==> src/hw/rtl/macacl_pkg.sv <==
// ----------------------------------------------------------------------------
// MAC access list package
// Widths, request codes and status codes shared by the sorted MAC table.
// ----------------------------------------------------------------------------
package macacl_pkg;

   localparam int MAC_W         = 48;
   localparam int REQ_TYPE_W    = 2;
   localparam int ENTRY_COUNT_W = 7;

   localparam logic [REQ_TYPE_W-1:0] REQ_INSERT = 2'd0;
   localparam logic [REQ_TYPE_W-1:0] REQ_DELETE = 2'd1;
   localparam logic [REQ_TYPE_W-1:0] REQ_MATCH  = 2'd2;

   localparam logic STATUS_OK   = 1'b0;
   localparam logic STATUS_FULL = 1'b1;

endpackage

==> src/hw/rtl/macacl_chan_if.sv <==
// ----------------------------------------------------------------------------
// MAC access list channels
// Valid/ready channels for requests into the table and responses out of it.
// ----------------------------------------------------------------------------
interface macacl_req_if;
   logic                                valid;
   logic                                ready;
   logic [macacl_pkg::REQ_TYPE_W-1:0]   req_type;
   logic [macacl_pkg::MAC_W-1:0]        mac_addr;

   modport source (output valid, output req_type, output mac_addr, input ready);
   modport sink   (input valid, input req_type, input mac_addr, output ready);
endinterface

interface macacl_rsp_if;
   logic                                  valid;
   logic                                  ready;
   logic                                  hit;
   logic                                  status;
   logic [macacl_pkg::ENTRY_COUNT_W-1:0]  entry_count;

   modport source (output valid, output hit, output status, output entry_count,
                   input ready);
   modport sink   (input valid, input hit, input status, input entry_count,
                   output ready);
endinterface

==> src/hw/rtl/macacl_ram.sv <==
// ----------------------------------------------------------------------------
// MAC table storage
// Simple dual-port memory holding the sorted addresses, with registered read.
// ----------------------------------------------------------------------------
module macacl_ram #(
   parameter int DEPTH  = 64,
   parameter int ADDR_W = 6
) (
   input  logic                         clock,
   input  logic                         wr_en,
   input  logic [ADDR_W-1:0]            wr_addr,
   input  logic [macacl_pkg::MAC_W-1:0] wr_data,
   input  logic                         rd_en,
   input  logic [ADDR_W-1:0]            rd_addr,
   output logic [macacl_pkg::MAC_W-1:0] rd_data
);
   import macacl_pkg::*;

   logic [MAC_W-1:0] mem_ff [DEPTH];
   logic [MAC_W-1:0] rd_data_ff;

   always_ff @(posedge clock) begin
      if (wr_en) begin
         mem_ff[wr_addr] <= wr_data;
      end
      if (rd_en) begin
         rd_data_ff <= mem_ff[rd_addr];
      end
   end

   assign rd_data = rd_data_ff;

endmodule

==> src/hw/rtl/mac_acl_sorted_table.sv <==
// ----------------------------------------------------------------------------
// MAC access list, sorted table
// Keeps MAC addresses in ascending order; inserts, deletes and looks up one
// address per transaction using a binary search and an entry-by-entry shift.
// ----------------------------------------------------------------------------
//  Channel   Direction  Handshake     Payload
//  req_chan  in         valid/ready   req_type, mac_addr
//  rsp_chan  out        valid/ready   hit, status, entry_count
//
//  A response follows a binary search of at most ceil(log2(count + 1))
//  probes; an insert or delete that changes the table then moves the
//  entries behind the position one at a time, and an insert writes its
//  key. Each probe is a memory read followed by a compare on the result,
//  each move a memory read followed by its write; probes and moves share
//  the one memory read port. Reset empties the table at once. A stalled
//  response holds the sequencer in its final state; req_chan.ready is high
//  only while idle, from the cycle in which the response appears.
// ----------------------------------------------------------------------------
module mac_acl_sorted_table #(
   parameter int TABLE_DEPTH = 64
) (
   input  logic          clock,
   input  logic          reset,
   macacl_req_if.sink    req_chan,
   macacl_rsp_if.source  rsp_chan
);
   import macacl_pkg::*;

   localparam int IDX_W = (TABLE_DEPTH > 1) ? $clog2(TABLE_DEPTH) : 1;
   localparam int CNT_W = $clog2(TABLE_DEPTH + 1);
   localparam logic [CNT_W-1:0] FULL_COUNT = CNT_W'(TABLE_DEPTH);
   localparam logic [CNT_W-1:0] CNT_ONE    = CNT_W'(1);

   typedef enum logic [5:0] {
      ST_IDLE     = 6'b000001,
      ST_PROBE    = 6'b000010,
      ST_COMPARE  = 6'b000100,
      ST_SHIFT_RD = 6'b001000,
      ST_SHIFT_WR = 6'b010000,
      ST_DONE     = 6'b100000
   } state_type;

   state_type               state_ff, state_in;
   logic [MAC_W-1:0]        key_ff, key_in;
   logic [REQ_TYPE_W-1:0]   kind_ff, kind_in;
   logic [CNT_W-1:0]        lo_ff, lo_in;
   logic [CNT_W-1:0]        hi_ff, hi_in;
   logic [CNT_W-1:0]        k_ff, k_in;
   logic [CNT_W-1:0]        cnt_ff, cnt_in;
   logic                    found_ff, found_in;
   logic                    status_ff, status_in;
   logic                    rsp_valid_ff, rsp_valid_in;
   logic                    rsp_hit_ff, rsp_hit_in;
   logic                    rsp_status_ff, rsp_status_in;
   logic [ENTRY_COUNT_W-1:0] rsp_count_ff, rsp_count_in;

   logic [CNT_W-1:0]        mid;
   logic                    wr_en;
   logic [IDX_W-1:0]        wr_addr;
   logic [MAC_W-1:0]        wr_data;
   logic                    rd_en;
   logic [IDX_W-1:0]        rd_addr;
   logic [MAC_W-1:0]        rd_data;

   macacl_ram #(
      .DEPTH  (TABLE_DEPTH),
      .ADDR_W (IDX_W)
   ) u_ram (
      .clock   (clock),
      .wr_en   (wr_en),
      .wr_addr (wr_addr),
      .wr_data (wr_data),
      .rd_en   (rd_en),
      .rd_addr (rd_addr),
      .rd_data (rd_data)
   );

   assign mid = lo_ff + ((hi_ff - lo_ff) >> 1);

   always_comb begin
      state_in      = state_ff;
      key_in        = key_ff;
      kind_in       = kind_ff;
      lo_in         = lo_ff;
      hi_in         = hi_ff;
      k_in          = k_ff;
      cnt_in        = cnt_ff;
      found_in      = found_ff;
      status_in     = status_ff;
      rsp_valid_in  = rsp_valid_ff;
      rsp_hit_in    = rsp_hit_ff;
      rsp_status_in = rsp_status_ff;
      rsp_count_in  = rsp_count_ff;
      wr_en         = 1'b0;
      wr_addr       = IDX_W'(k_ff);
      wr_data       = rd_data;
      rd_en         = 1'b0;
      rd_addr       = IDX_W'(mid);

      if (rsp_valid_ff && rsp_chan.ready) begin
         rsp_valid_in = 1'b0;
      end

      unique case (state_ff)
         ST_IDLE: begin
            if (req_chan.valid) begin
               key_in    = req_chan.mac_addr;
               kind_in   = req_chan.req_type;
               lo_in     = '0;
               hi_in     = cnt_ff;
               found_in  = 1'b0;
               status_in = STATUS_OK;
               state_in  = ST_PROBE;
            end
         end
         ST_PROBE: begin
            if (lo_ff < hi_ff) begin
               rd_en    = 1'b1;
               state_in = ST_COMPARE;
            end else begin
               // The search has settled: lo_ff is the first entry not below the key.
               case (kind_ff)
                  REQ_INSERT: begin
                     if (found_ff) begin
                        state_in = ST_DONE;
                     end else if (cnt_ff == FULL_COUNT) begin
                        status_in = STATUS_FULL;
                        state_in  = ST_DONE;
                     end else begin
                        k_in     = cnt_ff;
                        state_in = ST_SHIFT_RD;
                     end
                  end
                  REQ_DELETE: begin
                     if (found_ff) begin
                        k_in     = lo_ff;
                        state_in = ST_SHIFT_RD;
                     end else begin
                        state_in = ST_DONE;
                     end
                  end
                  default: begin
                     state_in = ST_DONE;
                  end
               endcase
            end
         end
         ST_COMPARE: begin
            // Entries are unique, so a present key is always probed on the way.
            if (rd_data < key_ff) begin
               lo_in = mid + CNT_ONE;
            end else begin
               hi_in = mid;
            end
            if (rd_data == key_ff) begin
               found_in = 1'b1;
            end
            state_in = ST_PROBE;
         end
         ST_SHIFT_RD: begin
            if (kind_ff == REQ_INSERT) begin
               if (k_ff > lo_ff) begin
                  rd_en    = 1'b1;
                  rd_addr  = IDX_W'(k_ff - CNT_ONE);
                  state_in = ST_SHIFT_WR;
               end else begin
                  wr_en    = 1'b1;
                  wr_addr  = IDX_W'(lo_ff);
                  wr_data  = key_ff;
                  cnt_in   = cnt_ff + CNT_ONE;
                  state_in = ST_DONE;
               end
            end else begin
               if ((k_ff + CNT_ONE) < cnt_ff) begin
                  rd_en    = 1'b1;
                  rd_addr  = IDX_W'(k_ff + CNT_ONE);
                  state_in = ST_SHIFT_WR;
               end else begin
                  cnt_in   = cnt_ff - CNT_ONE;
                  state_in = ST_DONE;
               end
            end
         end
         ST_SHIFT_WR: begin
            wr_en = 1'b1;
            if (kind_ff == REQ_INSERT) begin
               k_in = k_ff - CNT_ONE;
            end else begin
               k_in = k_ff + CNT_ONE;
            end
            state_in = ST_SHIFT_RD;
         end
         ST_DONE: begin
            if (!rsp_valid_ff || rsp_chan.ready) begin
               rsp_valid_in  = 1'b1;
               rsp_hit_in    = found_ff;
               rsp_status_in = status_ff;
               rsp_count_in  = ENTRY_COUNT_W'(cnt_ff);
               state_in      = ST_IDLE;
            end
         end
         default: begin
            state_in = ST_IDLE;
         end
      endcase
   end

   always_ff @(posedge clock) begin
      if (reset) begin
         state_ff     <= ST_IDLE;
         cnt_ff       <= '0;
         rsp_valid_ff <= 1'b0;
      end else begin
         state_ff     <= state_in;
         cnt_ff       <= cnt_in;
         rsp_valid_ff <= rsp_valid_in;
      end
   end

   always_ff @(posedge clock) begin
      key_ff        <= key_in;
      kind_ff       <= kind_in;
      lo_ff         <= lo_in;
      hi_ff         <= hi_in;
      k_ff          <= k_in;
      found_ff      <= found_in;
      status_ff     <= status_in;
      rsp_hit_ff    <= rsp_hit_in;
      rsp_status_ff <= rsp_status_in;
      rsp_count_ff  <= rsp_count_in;
   end

   assign req_chan.ready       = (state_ff == ST_IDLE);
   assign rsp_chan.valid       = rsp_valid_ff;
   assign rsp_chan.hit         = rsp_hit_ff;
   assign rsp_chan.status      = rsp_status_ff;
   assign rsp_chan.entry_count = rsp_count_ff;

endmodule

==> src/flat_wrapper.sv <==
// flat-port wrapper written by rule: the top's interface ports become plain ports
module mac_acl_sorted_table_flat import macacl_pkg::*;
#(
   parameter int TABLE_DEPTH = 64
)
  (clock, reset, req_chan_valid, req_chan_req_type, req_chan_mac_addr, req_chan_ready, rsp_chan_valid, rsp_chan_hit, rsp_chan_status, rsp_chan_entry_count, rsp_chan_ready);
  macacl_req_if req_chan_i ();
  macacl_rsp_if rsp_chan_i ();
  input  logic clock;
  input  logic reset;
  input wire logic [$bits(req_chan_i.valid)-1:0] req_chan_valid;
  input wire logic [$bits(req_chan_i.req_type)-1:0] req_chan_req_type;
  input wire logic [$bits(req_chan_i.mac_addr)-1:0] req_chan_mac_addr;
  output wire logic [$bits(req_chan_i.ready)-1:0] req_chan_ready;
  output wire logic [$bits(rsp_chan_i.valid)-1:0] rsp_chan_valid;
  output wire logic [$bits(rsp_chan_i.hit)-1:0] rsp_chan_hit;
  output wire logic [$bits(rsp_chan_i.status)-1:0] rsp_chan_status;
  output wire logic [$bits(rsp_chan_i.entry_count)-1:0] rsp_chan_entry_count;
  input wire logic [$bits(rsp_chan_i.ready)-1:0] rsp_chan_ready;
  assign req_chan_i.valid = req_chan_valid;
  assign req_chan_i.req_type = req_chan_req_type;
  assign req_chan_i.mac_addr = req_chan_mac_addr;
  assign req_chan_ready = req_chan_i.ready;
  assign rsp_chan_valid = rsp_chan_i.valid;
  assign rsp_chan_hit = rsp_chan_i.hit;
  assign rsp_chan_status = rsp_chan_i.status;
  assign rsp_chan_entry_count = rsp_chan_i.entry_count;
  assign rsp_chan_i.ready = rsp_chan_ready;
  mac_acl_sorted_table #(.TABLE_DEPTH(TABLE_DEPTH)) u_core (.clock(clock), .reset(reset), .req_chan(req_chan_i), .rsp_chan(rsp_chan_i));
endmodule
==> config.mk <==
export PLATFORM = sky130hd
export DESIGN_NAME = mac_acl_sorted_table_flat
export DESIGN_NICKNAME = d
export VERILOG_FILES = /design/src/hw/rtl/macacl_pkg.sv /design/src/hw/rtl/macacl_chan_if.sv /design/src/hw/rtl/macacl_ram.sv /design/src/hw/rtl/mac_acl_sorted_table.sv /design/src/flat_wrapper.sv
export SDC_FILE = /design/constraint.sdc
export NUM_CORES = 2
export LEC_CHECK = 0
export BUFFER_PORTS_ARGS = -buffer_cell sky130_fd_sc_hd__buf_2
export CAP_MARGIN = 15
export CORE_MARGIN = 2
export CORE_UTILIZATION = 35
export CTS_CLUSTER_DIAMETER = 120
export DETAILED_ROUTE_END_ITERATION = 7
export PLACE_DENSITY = 0.57
export SYNTH_ARGS = -nofsm -noshare
export SYNTH_HDL_FRONTEND = slang
export SYNTH_SLANG_ARGS = --single-unit
==> constraint.sdc <==
create_clock -name clock -period 7.3 [get_ports clock]
set_input_delay 0.365 -clock clock [delete_from_list [all_inputs] [get_ports clock]]
set_output_delay 0.365 -clock clock [all_outputs]
set_load 0.02 [all_outputs]
==> impl_metrics.tcl <==
set metrics [dict create \
    rows 221 \
    dr.first_iter.drc_count 12335 \
    drtAntennaViolNets 0 \
    setup-tns-final_ps 0 \
    final_cells 13518 \
    outcome "completed" \
    ys_top_cells_by_area "edfxtp_1, nand2_1, mux2i_1" \
    syn_area_um2 127300 \
    synth_mux_area_frac 0.05898 \
    mostFrequentLayoutCell "edfxtp_1" \
    routed_wl_mm 427.0 \
    grt_pass1_wl_mm 590.1 \
    rsz0062_at_grt "no" \
    synth_nets 8303 \
    grt_usage 0.2264 \
    drv_slew 0 \
    ys_seq_area_frac 0.7577 \
    antenna_found_initial 15 \
    synth_compound_area_frac 0.07354 \
    async_flop_share 0 \
    grt-ovfl-total 0 \
    clk_pin_slew_ps 70 \
    die_h_um 607.0 \
    reg2reg_depth 18 \
    maxCapViolCount 0 \
    clock_sinks 3216 \
    grt_pass1_vias 75590 \
    synthXorXnorAreaFrac 0.002340 \
    synth-simple-area-share 0.07686 \
    synthFlopType "edfxtp_1" \
    critPathRequiredTime_ps 7890 \
    cts_buffers 331 \
    power_density_nw_per_um2 384.5 \
    whs_ps 185.2 \
    p_leak_nw 48.09 \
    finClkSkew_ps 42.98 \
    dr.pass1.iters 6 \
    worstSetupStartpointType "flop" \
    netlist_instances 8162 \
    dieArea_um2 368500 \
    critPathCaptureType "flop" \
    irDropWorstVdd_mv 0.4604 \
    synth_top_family_by_area "simple AND/OR/NAND/NOR gates" \
    clkLatencyLatePin_ps 900 \
    cts-htree-levels 5 \
    syn_area_per_cell_um2 15.59 \
    fillers 32679 \
    gp_congestion 0.8546 \
    drive_gt1_frac 0.1368 \
    io_buffers 64 \
    viasPerCell 5.856 \
    synth.distinct_cells 86 \
    initial_core_util 0.3513 \
    min_path_type "in2reg" \
    yosysTopAreaCell "edfxtp_1" \
    place_hpwl_mm 242.6 \
    grt_max_degree 163 \
    syn2layout_area_growth_pct 15.49 \
    die_w_um 607.0 \
    wl_per_cell_um 31.59 \
    cts_tree "done" \
    worst_slew_pin_slew_ps 1188 \
    core-area_um2 362200 \
    crit_type "reg2reg" \
    register_area_um2 96430 \
    report.power.total_mw 56.51 \
    drc 0 \
    period_share 0.8528 \
    crit_arrival_ps 6820 \
    multiInputGateArea_um2 29270 \
    synth_top_cell_area_share 0.7555 \
    synth_edf_count 3202 \
    post-place-ws_ps 1273 \
    hold_violations 0 \
    setup_viol 0 \
    root_buffer "clkbuf_16" \
    whs_path_depth 2 \
    ys_seq_elements 3216 \
    num_io_pins 65 \
    nNetsFinal 8595 \
    cts.repair.resized 0 \
    finalCoreUtilization 0.4058 \
    setup_slack_ps 1075 \
    slew-limit-headroom 0.2045 \
    dpl.cell_count 12859 \
    layout_common_cells "edfxtp_1, nand2_1, mux2i_1, nand3_1, clkbuf_16" \
    synth_fa_ha_area_frac 0.008730 \
    fmax_ghz 0.1606 \
    final.min_clock_period_ps 6225 \
    clk_path_buf_depth 4 \
    crit_fanout 86 \
    placed_cell_area_um2 135800 \
    vias 79163 \
    fin_area_um2 147000 \
    ys.warnings.count 0 \
]
-- synth_stat cells, drive strengths merged (58+ instances only) --
library cell,count
mux4,108
nor2,131
and3,73
nand3,429
o211ai,58
a211oi,125
edfxtp,3202
clkbuf,222
a221oi,72
a32oi,124
buf,283
a31oi,158
o22ai,115
ha,84
mux2i,454
o221ai,94
inv,83
nand2,1419
o21ai,200
a21oi,298
-- flip-flops by register name (all words and copies together) (netlist names), 2 cells and up --
signal / flops
u_core.u_ram.rd_data: 48
u_core.kind_ff: 2
u_core.lo_ff: 7
u_core.u_ram.mem_ff: 3072
u_core.hi_ff: 7
u_core.k_ff: 7
u_core.rsp_chan.entry_count: 7
u_core.key_ff: 48
u_core.state_ff: 6
u_core.cnt_ff: 7
-- report_power, final --
part           leakage, nW  switching [mW]  internal, mW  total (mW)
Clock                 5.16            7.13          9.74        16.9
Combinational         14.0            13.4          5.62        19.0
Sequential            28.9          0.0585          20.6        20.6
-- critical path, cell delays in order, from the launching register on --
cell and delay [ps]:
edfxtp_1 560, ha_1 210, nand3_1 180, nor2_1 230, xor2_1 180, ha_1 270
a21oi_1 230, o211a_1 250, o21ai_1 180, a311oi_2 350, buf_4 340, and2_4 610
buf_12 370, buf_12 240, buf_12 400, mux2i_1 250, o22ai_1 100, o311ai_1 700
a211oi_1 90
-- routing by layer --
metal  global-route usage  wire [um]  up-vias
li1                     -          -    32472
met1               0.3182     171400    40988
met2               0.3487     192200     4864
met3              0.04264      45930      837
met4              0.08523      17520        2
met5                    0         13        -
-- logic make-up (layout without fill, tap and decap cells) --
kind of cell,count (synthesis),count (layout)
DFF,3216,3216
and+or+nand+nor,2246,2246
AOI/OAI and AO/OA,1382,1382
muxes,609,609
buffers and inverters,588,1134
adders and majority gates,87,87
xor gates and xnor gates,34,34
other,0,16
-- timing repair --
action                    in CTS  in global routing
hold endpoints to repair      64                  0
setup buffers                  0                  0
hold buffers                  55                  0
-- area by class of cell --
type / instances / share of cell area
sequential: 3216 / 0.6561
multi-input combinational: 4358 / 0.1991
clock buffer: 403 / 0.05935
tap: 4794 / 0.04081
timing repair buffer: 464 / 0.02979
clock inverter: 184 / 0.01242
inverter: 83 / 0.002128
antenna: 16 / 0.0002724
-- worst paths after layout --
| check | startpoint | to | slack (ps) |
|---|---|---|---|
| worst max-delay path | u_core.k_ff[0] | u_core.u_ram.rd_data[45] | 1070 |
| worst min-delay path | req_chan_mac_addr[23] | u_core.key_ff[23] | 190 |
| worst max register to register | u_core.k_ff[0] | u_core.u_ram.rd_data[45] | 1070 |
| worst min register to register | u_core.status_ff | u_core.rsp_chan.status | 420 |
(Power assumes the default switching activity.)
